$ cat src/rtl/core/nsr_pkg.sv
package nsr_pkg;

    localparam int LEN_WIDTH = 16;
    localparam logic [LEN_WIDTH-1:0] LEN_MAX = {LEN_WIDTH{1'b1}};

    localparam int QUEUE_DEPTH = 4;
    localparam int QPTR_W = $clog2(QUEUE_DEPTH);

    localparam int WORD_COUNT = 11;
    localparam int WCNT_W = $clog2(WORD_COUNT);

    localparam logic [1:0] KIND_IGNORE = 2'd0;
    localparam logic [1:0] KIND_PASS   = 2'd1;
    localparam logic [1:0] KIND_ADV    = 2'd2;

    localparam logic [1:0] REG_ADDR_HIGH = 2'd0;
    localparam logic [1:0] REG_ADDR_LOW  = 2'd1;
    localparam logic [1:0] REG_CHECK_EN  = 2'd2;

    localparam logic [15:0] ETH_IPV4 = 16'h0800;
    localparam logic [15:0] ETH_IPV6 = 16'h86dd;
    localparam logic [7:0]  PROTO_ICMPV6 = 8'd58;
    localparam logic [7:0]  ICMP_NS = 8'd135;
    localparam logic [7:0]  ICMP_NA = 8'd136;
    localparam logic [15:0] ADV_LENGTH = 16'd86;

    typedef struct packed {
        logic [7:0] frame_byte;
        logic       frame_end;
    } in_t;

    typedef struct packed {
        logic [1:0]  frame_kind;
        logic [15:0] pass_length;
        logic [63:0] reply_word;
        logic [3:0]  reply_bytes;
        logic        run_last;
    } out_t;

    typedef struct packed {
        logic [1:0]  kind;
        logic [15:0] length;
        logic [47:0] mac;
        logic [63:0] ip_hi;
        logic [63:0] ip_lo;
        logic [63:0] tgt_hi;
        logic [63:0] tgt_lo;
    } desc_t;

    typedef struct packed {
        logic push;
        logic pop;
    } qctl_t;

endpackage

$ cat src/rtl/core/ipv6_neighbor_solicit_responder.sv
// ipv6 neighbor solicitation responder
// input channel: one frame byte per beat on in_data, frame_end marks the last byte.
// in_stall rises only when the four-entry frame queue is full; otherwise a byte is
// taken every cycle, so frames stream at one byte per clock.
// output channel: one beat per ignored or passed frame (reply_bytes 0, run_last 1),
// eleven beats of 64-bit words for an advertisement (last one with 6 valid bytes).
// result path: a frame's result passes the queue slot and the output register;
// an advertisement first loads cur_reg, then one word per cycle while not stalled.
// throughput: one result beat per cycle while out_stall is low; an advertisement
// holds the output for its eleven words, set by the single word sequencer in nsr_reply.
// configuration: write own address and check enable through cfg_we/cfg_index/
// cfg_data while idle; unknown indexes are dropped.
// reset: clears capture state, the queue and the output valid; registers read 0.
// when out_stall is high the output beat holds and the queue absorbs up to four
// more frames before input is stalled.
module ipv6_neighbor_solicit_responder (
    input  logic           clk,
    input  logic           rst_n,
    input  logic           in_valid,
    output logic           in_stall,
    input  nsr_pkg::in_t   in_data,
    output logic           out_valid,
    input  logic           out_stall,
    output nsr_pkg::out_t  out_data,
    input  logic           cfg_we,
    input  logic [1:0]     cfg_index,
    input  logic [63:0]    cfg_data
);

    nsr_pkg::desc_t push_desc, head_desc;
    nsr_pkg::qctl_t qctl;
    logic q_full, q_empty, take, desc_push, desc_pop;

    assign in_stall = q_full;
    assign take = in_valid && !q_full;
    assign qctl.push = desc_push;
    assign qctl.pop = desc_pop;

    nsr_parse u_parse (
        .clk(clk), .rst_n(rst_n), .take(take), .in_data(in_data),
        .cfg_we(cfg_we), .cfg_index(cfg_index), .cfg_data(cfg_data),
        .desc_push(desc_push), .desc(push_desc)
    );

    nsr_queue u_queue (
        .clk(clk), .rst_n(rst_n), .ctl(qctl), .wr_desc(push_desc),
        .rd_desc(head_desc), .full(q_full), .empty(q_empty)
    );

    nsr_reply u_reply (
        .clk(clk), .rst_n(rst_n), .head(head_desc), .empty(q_empty), .pop(desc_pop),
        .out_valid(out_valid), .out_stall(out_stall), .out_data(out_data)
    );

endmodule

$ cat src/rtl/core/nsr_parse.sv
module nsr_parse (
    input  logic          clk,
    input  logic          rst_n,
    input  logic          take,
    input  nsr_pkg::in_t  in_data,
    input  logic          cfg_we,
    input  logic [1:0]    cfg_index,
    input  logic [63:0]   cfg_data,
    output logic          desc_push,
    output nsr_pkg::desc_t desc
);

    logic [nsr_pkg::LEN_WIDTH-1:0] count_reg, count_next;
    logic [15:0] ether_reg, ether_next;
    logic [7:0]  proto_reg, proto_next;
    logic [7:0]  mtype_reg, mtype_next;
    logic [47:0] mac_reg, mac_next;
    logic [63:0] ip_hi_reg, ip_hi_next, ip_lo_reg, ip_lo_next;
    logic [63:0] tgt_hi_reg, tgt_hi_next, tgt_lo_reg, tgt_lo_next;
    logic [63:0] own_hi_reg, own_lo_reg;
    logic        check_en_reg;
    logic [7:0]  b;
    logic [nsr_pkg::LEN_WIDTH-1:0] pos;
    logic [1:0]  kind;

    assign b = in_data.frame_byte;
    assign pos = count_reg;

    always_comb
    begin
        count_next = count_reg;
        ether_next = ether_reg;
        proto_next = proto_reg;
        mtype_next = mtype_reg;
        mac_next = mac_reg;
        ip_hi_next = ip_hi_reg;
        ip_lo_next = ip_lo_reg;
        tgt_hi_next = tgt_hi_reg;
        tgt_lo_next = tgt_lo_reg;
        if (pos < nsr_pkg::LEN_MAX)
        begin
            if (pos >= 6 && pos <= 11)
                mac_next = {mac_reg[39:0], b};
            else if (pos == 12 || pos == 13)
                ether_next = {ether_reg[7:0], b};
            else if (pos == 20)
                proto_next = b;
            else if (pos >= 22 && pos < 30)
                ip_hi_next = {ip_hi_reg[55:0], b};
            else if (pos >= 30 && pos <= 37)
                ip_lo_next = {ip_lo_reg[55:0], b};
            else if (pos == 54)
                mtype_next = b;
            else if (pos >= 62 && pos < 70)
                tgt_hi_next = {tgt_hi_reg[55:0], b};
            else if (pos >= 70 && pos <= 77)
                tgt_lo_next = {tgt_lo_reg[55:0], b};
            count_next = pos + 1'b1;
        end
    end

    // classify on the captured values including this beat
    always_comb
    begin
        if (count_next < 14)
            kind = nsr_pkg::KIND_IGNORE;
        else if (ether_next == nsr_pkg::ETH_IPV4 || ether_next != nsr_pkg::ETH_IPV6)
            kind = nsr_pkg::KIND_PASS;
        else if (count_next < 54)
            kind = nsr_pkg::KIND_IGNORE;
        else if (proto_next != nsr_pkg::PROTO_ICMPV6 || count_next < 62)
            kind = nsr_pkg::KIND_PASS;
        else if (mtype_next != nsr_pkg::ICMP_NS)
            kind = nsr_pkg::KIND_PASS;
        else if (count_next < 78)
            kind = nsr_pkg::KIND_IGNORE;
        else if (check_en_reg && tgt_hi_next == own_hi_reg && tgt_lo_next == own_lo_reg)
            kind = nsr_pkg::KIND_IGNORE;
        else
            kind = nsr_pkg::KIND_ADV;
    end

    assign desc_push = take && in_data.frame_end;

    always_comb
    begin
        desc.kind = kind;
        desc.length = (kind == nsr_pkg::KIND_IGNORE) ? 16'd0 : 16'(count_next);
        desc.mac = mac_next;
        desc.ip_hi = ip_hi_next;
        desc.ip_lo = ip_lo_next;
        desc.tgt_hi = tgt_hi_next;
        desc.tgt_lo = tgt_lo_next;
    end

    always_ff @(posedge clk or negedge rst_n)
    begin
        if (!rst_n)
        begin
            count_reg <= '0;
            ether_reg <= '0;
            proto_reg <= '0;
            mtype_reg <= '0;
            mac_reg <= '0;
            ip_hi_reg <= '0;
            ip_lo_reg <= '0;
            tgt_hi_reg <= '0;
            tgt_lo_reg <= '0;
        end
        else if (take)
        begin
            if (in_data.frame_end)
            begin
                count_reg <= '0;
                ether_reg <= '0;
                proto_reg <= '0;
                mtype_reg <= '0;
                mac_reg <= '0;
                ip_hi_reg <= '0;
                ip_lo_reg <= '0;
                tgt_hi_reg <= '0;
                tgt_lo_reg <= '0;
            end
            else
            begin
                count_reg <= count_next;
                ether_reg <= ether_next;
                proto_reg <= proto_next;
                mtype_reg <= mtype_next;
                mac_reg <= mac_next;
                ip_hi_reg <= ip_hi_next;
                ip_lo_reg <= ip_lo_next;
                tgt_hi_reg <= tgt_hi_next;
                tgt_lo_reg <= tgt_lo_next;
            end
        end
    end

    always_ff @(posedge clk or negedge rst_n)
    begin
        if (!rst_n)
        begin
            own_hi_reg <= '0;
            own_lo_reg <= '0;
            check_en_reg <= 1'b0;
        end
        else if (cfg_we)
        begin
            unique case (cfg_index)
                nsr_pkg::REG_ADDR_HIGH: own_hi_reg <= cfg_data;
                nsr_pkg::REG_ADDR_LOW:  own_lo_reg <= cfg_data;
                nsr_pkg::REG_CHECK_EN:  check_en_reg <= cfg_data[0];
                default: ;
            endcase
        end
    end

endmodule

$ cat src/rtl/core/nsr_queue.sv
module nsr_queue (
    input  logic           clk,
    input  logic           rst_n,
    input  nsr_pkg::qctl_t ctl,
    input  nsr_pkg::desc_t wr_desc,
    output nsr_pkg::desc_t rd_desc,
    output logic           full,
    output logic           empty
);

    nsr_pkg::desc_t slots [nsr_pkg::QUEUE_DEPTH];
    logic [nsr_pkg::QPTR_W-1:0] wr_ptr_reg, rd_ptr_reg;
    logic [nsr_pkg::QPTR_W:0]   fill_reg, fill_next;

    assign full = (fill_reg == (nsr_pkg::QPTR_W+1)'(nsr_pkg::QUEUE_DEPTH));
    assign empty = (fill_reg == '0);
    assign rd_desc = slots[rd_ptr_reg];

    always_comb
    begin
        fill_next = fill_reg;
        if (ctl.push && !ctl.pop)
            fill_next = fill_reg + 1'b1;
        else if (ctl.pop && !ctl.push)
            fill_next = fill_reg - 1'b1;
    end

    always_ff @(posedge clk or negedge rst_n)
    begin
        if (!rst_n)
        begin
            wr_ptr_reg <= '0;
            rd_ptr_reg <= '0;
            fill_reg <= '0;
        end
        else
        begin
            if (ctl.push)
                wr_ptr_reg <= wr_ptr_reg + 1'b1;
            if (ctl.pop)
                rd_ptr_reg <= rd_ptr_reg + 1'b1;
            fill_reg <= fill_next;
        end
    end

    always_ff @(posedge clk)
    begin
        if (ctl.push)
            slots[wr_ptr_reg] <= wr_desc;
    end

endmodule

$ cat src/rtl/core/nsr_reply.sv
module nsr_reply (
    input  logic           clk,
    input  logic           rst_n,
    input  nsr_pkg::desc_t head,
    input  logic           empty,
    output logic           pop,
    output logic           out_valid,
    input  logic           out_stall,
    output nsr_pkg::out_t  out_data
);

    nsr_pkg::desc_t cur_reg;
    logic busy_reg;
    logic [nsr_pkg::WCNT_W-1:0] cnt_reg;
    logic out_valid_reg;
    nsr_pkg::out_t out_reg;
    logic load_ok;

    logic unspec;
    logic [47:0] dst_mac, link_addr;
    logic [63:0] dst_hi, dst_lo;
    logic [7:0]  flags;
    logic [18:0] tsum_reg, isum_reg, xsum_reg;
    logic [21:0] total_reg;
    logic [15:0] cks_reg;
    logic [16:0] fold1;
    logic [15:0] fold2;
    logic [0:nsr_pkg::WORD_COUNT-1][63:0] words;

    assign unspec = (cur_reg.ip_hi == '0) && (cur_reg.ip_lo == '0);
    assign dst_mac = unspec ? 48'h3333_0000_0001 : cur_reg.mac;
    assign dst_hi = unspec ? 64'hff02_0000_0000_0000 : cur_reg.ip_hi;
    assign dst_lo = unspec ? 64'h0000_0000_0000_0001 : cur_reg.ip_lo;
    assign link_addr = {16'h0200, cur_reg.tgt_lo[31:0]};
    // router flag always set; override always, solicited unless unspecified source
    assign flags = unspec ? 8'ha0 : 8'he0;

    // checksum runs in three stages, done well before the word that carries it
    always_ff @(posedge clk)
    begin
        tsum_reg <= 19'(cur_reg.tgt_hi[63:48]) + 19'(cur_reg.tgt_hi[47:32])
                  + 19'(cur_reg.tgt_hi[31:16]) + 19'(cur_reg.tgt_hi[15:0])
                  + 19'(cur_reg.tgt_lo[63:48]) + 19'(cur_reg.tgt_lo[47:32])
                  + 19'(cur_reg.tgt_lo[31:16]) + 19'(cur_reg.tgt_lo[15:0]);
        isum_reg <= 19'(dst_hi[63:48]) + 19'(dst_hi[47:32])
                  + 19'(dst_hi[31:16]) + 19'(dst_hi[15:0])
                  + 19'(dst_lo[63:48]) + 19'(dst_lo[47:32])
                  + 19'(dst_lo[31:16]) + 19'(dst_lo[15:0]);
        // pseudo header length and next header, type, flags, option header, link address
        xsum_reg <= 19'(16'd90) + 19'({nsr_pkg::ICMP_NA, 8'h00}) + 19'({flags, 8'h00})
                  + 19'(16'h0201) + 19'(16'h0200)
                  + 19'(cur_reg.tgt_lo[31:16]) + 19'(cur_reg.tgt_lo[15:0]);
        total_reg <= {tsum_reg, 1'b0} + 22'(isum_reg) + 22'(xsum_reg);
        cks_reg <= (~fold2 == 16'h0000) ? 16'hffff : ~fold2;
    end

    assign fold1 = 17'(total_reg[15:0]) + 17'(total_reg[21:16]);
    assign fold2 = fold1[15:0] + 16'(fold1[16]);

    assign words = {dst_mac, link_addr, nsr_pkg::ETH_IPV6, 8'h60, 24'h0, 16'd32,
                    nsr_pkg::PROTO_ICMPV6, 8'hff, cur_reg.tgt_hi, cur_reg.tgt_lo,
                    dst_hi, dst_lo, nsr_pkg::ICMP_NA, 8'h00, cks_reg, flags, 24'h0,
                    cur_reg.tgt_hi, cur_reg.tgt_lo, 8'h02, 8'h01, link_addr, 16'h0};

    assign load_ok = !out_valid_reg || !out_stall;
    assign pop = !busy_reg && !empty && (head.kind == nsr_pkg::KIND_ADV || load_ok);

    always_ff @(posedge clk or negedge rst_n)
    begin
        if (!rst_n)
        begin
            busy_reg <= 1'b0;
            cnt_reg <= '0;
            out_valid_reg <= 1'b0;
        end
        else
        begin
            if (busy_reg)
            begin
                if (load_ok)
                begin
                    out_valid_reg <= 1'b1;
                    cnt_reg <= cnt_reg + 1'b1;
                    if (cnt_reg == nsr_pkg::WCNT_W'(nsr_pkg::WORD_COUNT - 1))
                        busy_reg <= 1'b0;
                end
            end
            else if (pop && head.kind == nsr_pkg::KIND_ADV)
            begin
                busy_reg <= 1'b1;
                cnt_reg <= '0;
                if (load_ok)
                    out_valid_reg <= 1'b0;
            end
            else if (load_ok)
                out_valid_reg <= pop;
        end
    end

    always_ff @(posedge clk)
    begin
        if (pop && head.kind == nsr_pkg::KIND_ADV)
            cur_reg <= head;
        if (busy_reg && load_ok)
        begin
            out_reg.frame_kind <= nsr_pkg::KIND_ADV;
            out_reg.pass_length <= nsr_pkg::ADV_LENGTH;
            if (cnt_reg == nsr_pkg::WCNT_W'(nsr_pkg::WORD_COUNT - 1))
            begin
                out_reg.reply_word <= {words[cnt_reg][63:16], 16'h0};
                out_reg.reply_bytes <= 4'd6;
                out_reg.run_last <= 1'b1;
            end
            else
            begin
                out_reg.reply_word <= words[cnt_reg];
                out_reg.reply_bytes <= 4'd8;
                out_reg.run_last <= 1'b0;
            end
        end
        else if (!busy_reg && pop && head.kind != nsr_pkg::KIND_ADV)
        begin
            out_reg.frame_kind <= head.kind;
            out_reg.pass_length <= head.length;
            out_reg.reply_word <= '0;
            out_reg.reply_bytes <= 4'd0;
            out_reg.run_last <= 1'b1;
        end
    end

    assign out_valid = out_valid_reg;
    assign out_data = out_reg;

endmodule

$ cat config.mk
export PLATFORM = sky130hd
export DESIGN_NAME = ipv6_neighbor_solicit_responder
export DESIGN_NICKNAME = d
export VERILOG_FILES = /design/src/rtl/core/nsr_pkg.sv /design/src/rtl/core/ipv6_neighbor_solicit_responder.sv /design/src/rtl/core/nsr_parse.sv /design/src/rtl/core/nsr_queue.sv /design/src/rtl/core/nsr_reply.sv
export SDC_FILE = /design/constraint.sdc
export NUM_CORES = 2
export LEC_CHECK = 0
export ABC_AREA = 1
export BUFFER_PORTS_ARGS = -buffer_cell sky130_fd_sc_hd__buf_2
export CORE_UTILIZATION = 35
export CTS_BUF_LIST = sky130_fd_sc_hd__clkbuf_4 sky130_fd_sc_hd__clkbuf_8
export DETAILED_ROUTE_END_ITERATION = 6
export HOLD_SLACK_MARGIN = 0.02
export PLACE_DENSITY = 0.47
export SLEW_MARGIN = 20
export SYNTH_ARGS = -nofsm -noshare
export SYNTH_HDL_FRONTEND = slang
export SYNTH_SLANG_ARGS = --single-unit
$ cat constraint.sdc
create_clock -name clk -period 22.3 [get_ports clk]
set_clock_uncertainty 0.1 [all_clocks]
set_input_delay 6.69 -clock clk [delete_from_list [all_inputs] [get_ports clk]]
set_output_delay 6.69 -clock clk [all_outputs]
set_load 0.01 [all_outputs]
# After elaboration in Yosys (flattened, before gate mapping)
# Memories as Yosys holds them, arrays and structs flattened.
# Index checks and enable logic that the tools add are counted.
# totals
register_bits	980
latch_bits	0
rom_bits	0
ram_bits	1288
mem_count	1
wordCells	229
# memory_table
name	words	width	rd	rd_ports_with_merged_regs	wr	line_no	text
u_queue.slots	4	322	1	0	1	nsr_queue.sv:11	nsr_pkg::desc_t slots [nsr_pkg::QUEUE_DEPTH];
# op_classes
n_reduce_logical	43
magnitude_cmp	16
multipliers	0
muxes	88
shift	0
add_sub_neg	29
bitwise	2
div	0
eq_ne	17
# ops
operator	count
$mux 64	36
$add 19x16->19	14
$bmux 64 s4	1
$mux 48	4
$mux 69	2
$eq 64x64->1	2
$logic_not 64->1	2
$mux 16	7
$mux 8	13
$add 19x10->19 const B	2
$add 16x16->17	2
$eq 16x4->1 const B	2
$ge 16x5->1 const B	2
$lt 16x6->1 const B	2
$lt 16x7->1 const B	2
$add 22x19->22	1
$add 20x19->21	1
$mux 21	1
$logic_and 1x1->1	18
$add 16x16->17 const A	1
$add 16x6->17	1
$add 16x1->16	1
$add 16x1->16 const B	1
$eq 16x12->1 const B	1
38 further kinds	76

# Depth between registers and ports, before layout
# logic_depth
word_depth	22
mapped_depth	39
mapped_depth_nobuf	38

# Hierarchy
# A second synthesis with hierarchy kept.
# hier_totals
hier_cells	10403
area_unflattened_um2	106226.9
# by_module_without_submodules
mod	cells_each	seq_area_each_um2	n_inst	area_each_um2
nsr_queue	3804	38852.3	1	51011.4
nsr_reply	2749	13513.0	1	28168.3
nsr_parse	3848	12036.5	1	27037.2
ipv6_neighbor_solicit_responder	2	0.0	1	10.0

# Least setup slack after synthesis
# No wires, ideal clock.
# synth_path
path_kind	in2reg
start	input in_data[0] in the netlist's numbering
end	memory u_queue.slots[0][0] in the netlist's numbering (enable)
setup_time_ns	1.012
setup_slack_ns	0.656
path_buffers	0
stages	4
arrival_ns	20.531
cell_sequence	clkinv_1 -> nor2_1 -> inv_1 -> nor2_1
# synth_between
elab_chain_cells	3
# synth_rtl
item	line_no	text
start: declaration	ipv6_neighbor_solicit_responder.sv:21	input nsr_pkg::in_t in_data,
$logic_and 1x1->1	nsr_parse.sv:83	assign desc_push = take && in_data.frame_end;
named net desc_push	ipv6_neighbor_solicit_responder.sv:32	logic q_full, q_empty, take, desc_push, desc_pop;
$mux 1	nsr_queue.sv:48	if (ctl.push)
$mux 1 (implied by the code)	nsr_queue.sv:49	slots[wr_ptr_reg] <= wr_desc;
end: declaration	nsr_queue.sv:11	
# The timed path passes the listed nets, and every way through them passes these cells.

# Worst setup path in the final report
# layout_path
start	input in_data[0] in the netlist's numbering
end	memory u_queue.slots[1][237] in the netlist's numbering (enable)
# Same word-level chain as after synthesis.

==> results_dict.tcl <==
set metrics [dict create \
    status "finished clean" \
    coreArea_sq_um 291000 \
    io_buffers 167 \
    firstDrtPassIters 6 \
    grt_antenna_before_repair 27 \
    drc 0 \
    clock.fmax_mhz 89.9 \
    syn2layout_area_growth_pct 12.6 \
    grt_util_all_layers 0.259 \
    final_hold_viol_count 0 \
    path_class "in2reg" \
    p_per_area_nw_per_um2 172 \
    gr-usage-met2 0.408 \
    dr_total_vias 74000 \
    cts_max_level 5 \
    period_share 0.499 \
    routedWlPerCell_um 27.9 \
    critPathArrivalTime_ps 11670 \
    grt.busiest_layer "met2" \
    synth-main-ff-cell "edfxtp_1" \
    cts_tree "done" \
    clk-insertion-delay-late_ps 1080 \
    synth_edf_count 1659 \
    power_leakage_nw 46.3 \
    drv_cap 0 \
    syn_area_sq_um 103000 \
    ys_types 62 \
    pin_count 169 \
    largest_reg_flops 1288 \
    ir_worst_vdd_v 0.000291 \
    vias_per_cell 5.30 \
    fin_tns_setup_ps 0 \
    clk_pin_slew_ps 60 \
    rsz0062_at_grt "no" \
    grt_pass1_wl_um 542000 \
    avgSynthCellArea_sq_um 10.7 \
    hpwlAfterDp_um 275000 \
    grtUsageMet3 0.0374 \
    cts.sinks 2265 \
    post_cts_resized 0 \
    slew_headroom 0.186 \
    final_nets 10100 \
    total_power_mw 19.9 \
    hold_buffers 0 \
    globalplace.congestion 0.977 \
    fp.dieH_um 543 \
    cts_max_path_buffers 4 \
    cp-start-kind "input port" \
    drtAntennaViolNets 0 \
    post-route-min-period_ps 11130 \
    initial_utilization 0.352 \
    async_flop_share 0.218 \
    hold_class "reg2reg" \
    die_x_um 543 \
    cts-root-buf "clkbuf_8" \
    postCtsSetupRepairBufs 0 \
    synth_cells 9606 \
    synth-seq-cells 2265 \
    tightest_slew_ps 1210 \
    worstPathMaxFanout 58 \
    regToRegSetupSlack_ps 14070 \
    grtUsageMet1 0.355 \
    synth-seq-area-share 0.628 \
    setup_violations 0 \
    drv_slew 0 \
    drtIter0Drc 7404 \
    cts_made_buffers 389 \
    rows 198 \
    yosys_warnings 0 \
    cp-end-kind "flop" \
    dieArea_sq_um 295000 \
    grt_pass1_vias 71200 \
    worstPathRequired_ps 22840 \
    final_layout_size_suffix_gt1_frac 0.108 \
    overflow 0 \
    grt_max_degree 167 \
    routed_wl_um 389000 \
]
-- cells in the mapped netlist (60+ instances only) --
cell,instances,share of area
nand2_1,1305,0.048
nand3_1,274,0.013
nor2_1,947,0.035
clkbuf_1,474,0.017
o211ai_1,60,0.0044
dfrtp_1,494,0.12
nor3_1,67,0.0033
edfxtp_1,1659,0.49
fa_1,165,0.032
o21a_1,71,0.0052
inv_1,1124,0.041
o22ai_1,535,0.033
a21oi_1,320,0.016
dfxtp_1,112,0.022
o21ai_0,1117,0.055
nand4_1,102,0.0062
xor2_1,113,0.0097
ha_1,164,0.020
-- worst max-delay path, cell delays in order --
cell and delay [ps]:
buf_2 110, inv_4 190, nor2_1 400, inv_1 250, nor2_4 120, buf_4 780, buf_4 720, buf_4 790
buf_4 770, buf_4 580
-- per-layer routing --
layer	wire length (um)	vias up
li1	-	33500
met1	171000	37100
met2	176000	2732
met3	23100	625
met4	18500	10
met5	46	-
-- power by group --
part | internal [mW] | total (mW) | switching [mW]
Clock | 2.18 | 3.95 | 1.76
Sequential | 5.49 | 6.22 | 0.725
Combinational | 3.27 | 9.73 | 6.46
Total | 10.9 | 19.9 | 8.94
-- cell type report --
type	instances	area [sq um]
antenna	14	35.0
timing repair buffer	289	1840
clock buffer	596	7200
inverter	1158	4380
fill	28400	176000
multi-input combinational	5629	31700
tap	3900	4880
clock inverter	118	973
sequential	2265	64400
-- cells by family after synthesis --
kind of cell,Yosys count,share of synthesized area
buffers and inverters,1713,0.0638
and+or+nand+nor,2811,0.113
DFF,2265,0.628
muxes,2,0.000207
adders and majority gates,329,0.0522
xor gates and xnor gates,159,0.0136
AOI/OAI and AO/OA,2326,0.129
other,1,0.0000366
-- through the flow --
stage / hold WS (ps) / util / cells / instance area, sq um / setup slack (ps)
after floorplan: 320 / - / 9607 / 103000 / 656
after global placement: 362 / 0.368 / 13200 / 107000 / 9990
after detailed placement: 352 / 0.368 / 13200 / 107000 / 10000
after CTS: 373 / 0.396 / 14000 / 115000 / 11110
after global routing: 389 / 0.396 / 14000 / 115000 / 10880
final: 361 / 0.397 / 14000 / 115000 / 11170
-- cells in the final DEF, fill, tap and decap left out, drive strengths merged, types with 27 or more instances in the layout --
cell type	count
dfxtp	112
fa	165
nand3	276
o211ai	60
buf	289
clkbuf	596
xnor2	46
inv	1169
edfxtp	1659
ha	164
nor3	67
clkinv	90
a31oi	27
o21ai	1179
o22ai	535
a21oi	330
nand4	104
xor2	113
nor2	950
o2111ai	30
nor4	45
nand2	1309
dfrtp	494
o21a	71
or2	38
-- worst paths after layout --
path | from | end | cells after the start
min reg2reg | u_reply.isum_reg[0] | u_reply.total_reg[0] | 1
max reg2reg | u_reply.cur_reg[139] | u_reply.isum_reg[17] | 36
max | in_data[0] | u_queue.slots[1][237] | 10
max in group asynchronous | rst_n | u_parse.mac_reg[6] | 5
min in group asynchronous | rst_n | u_parse.tgt_hi_reg[40] | 1
min | u_reply.isum_reg[0] | u_reply.total_reg[0] | 1
(Power assumes the default switching activity.)
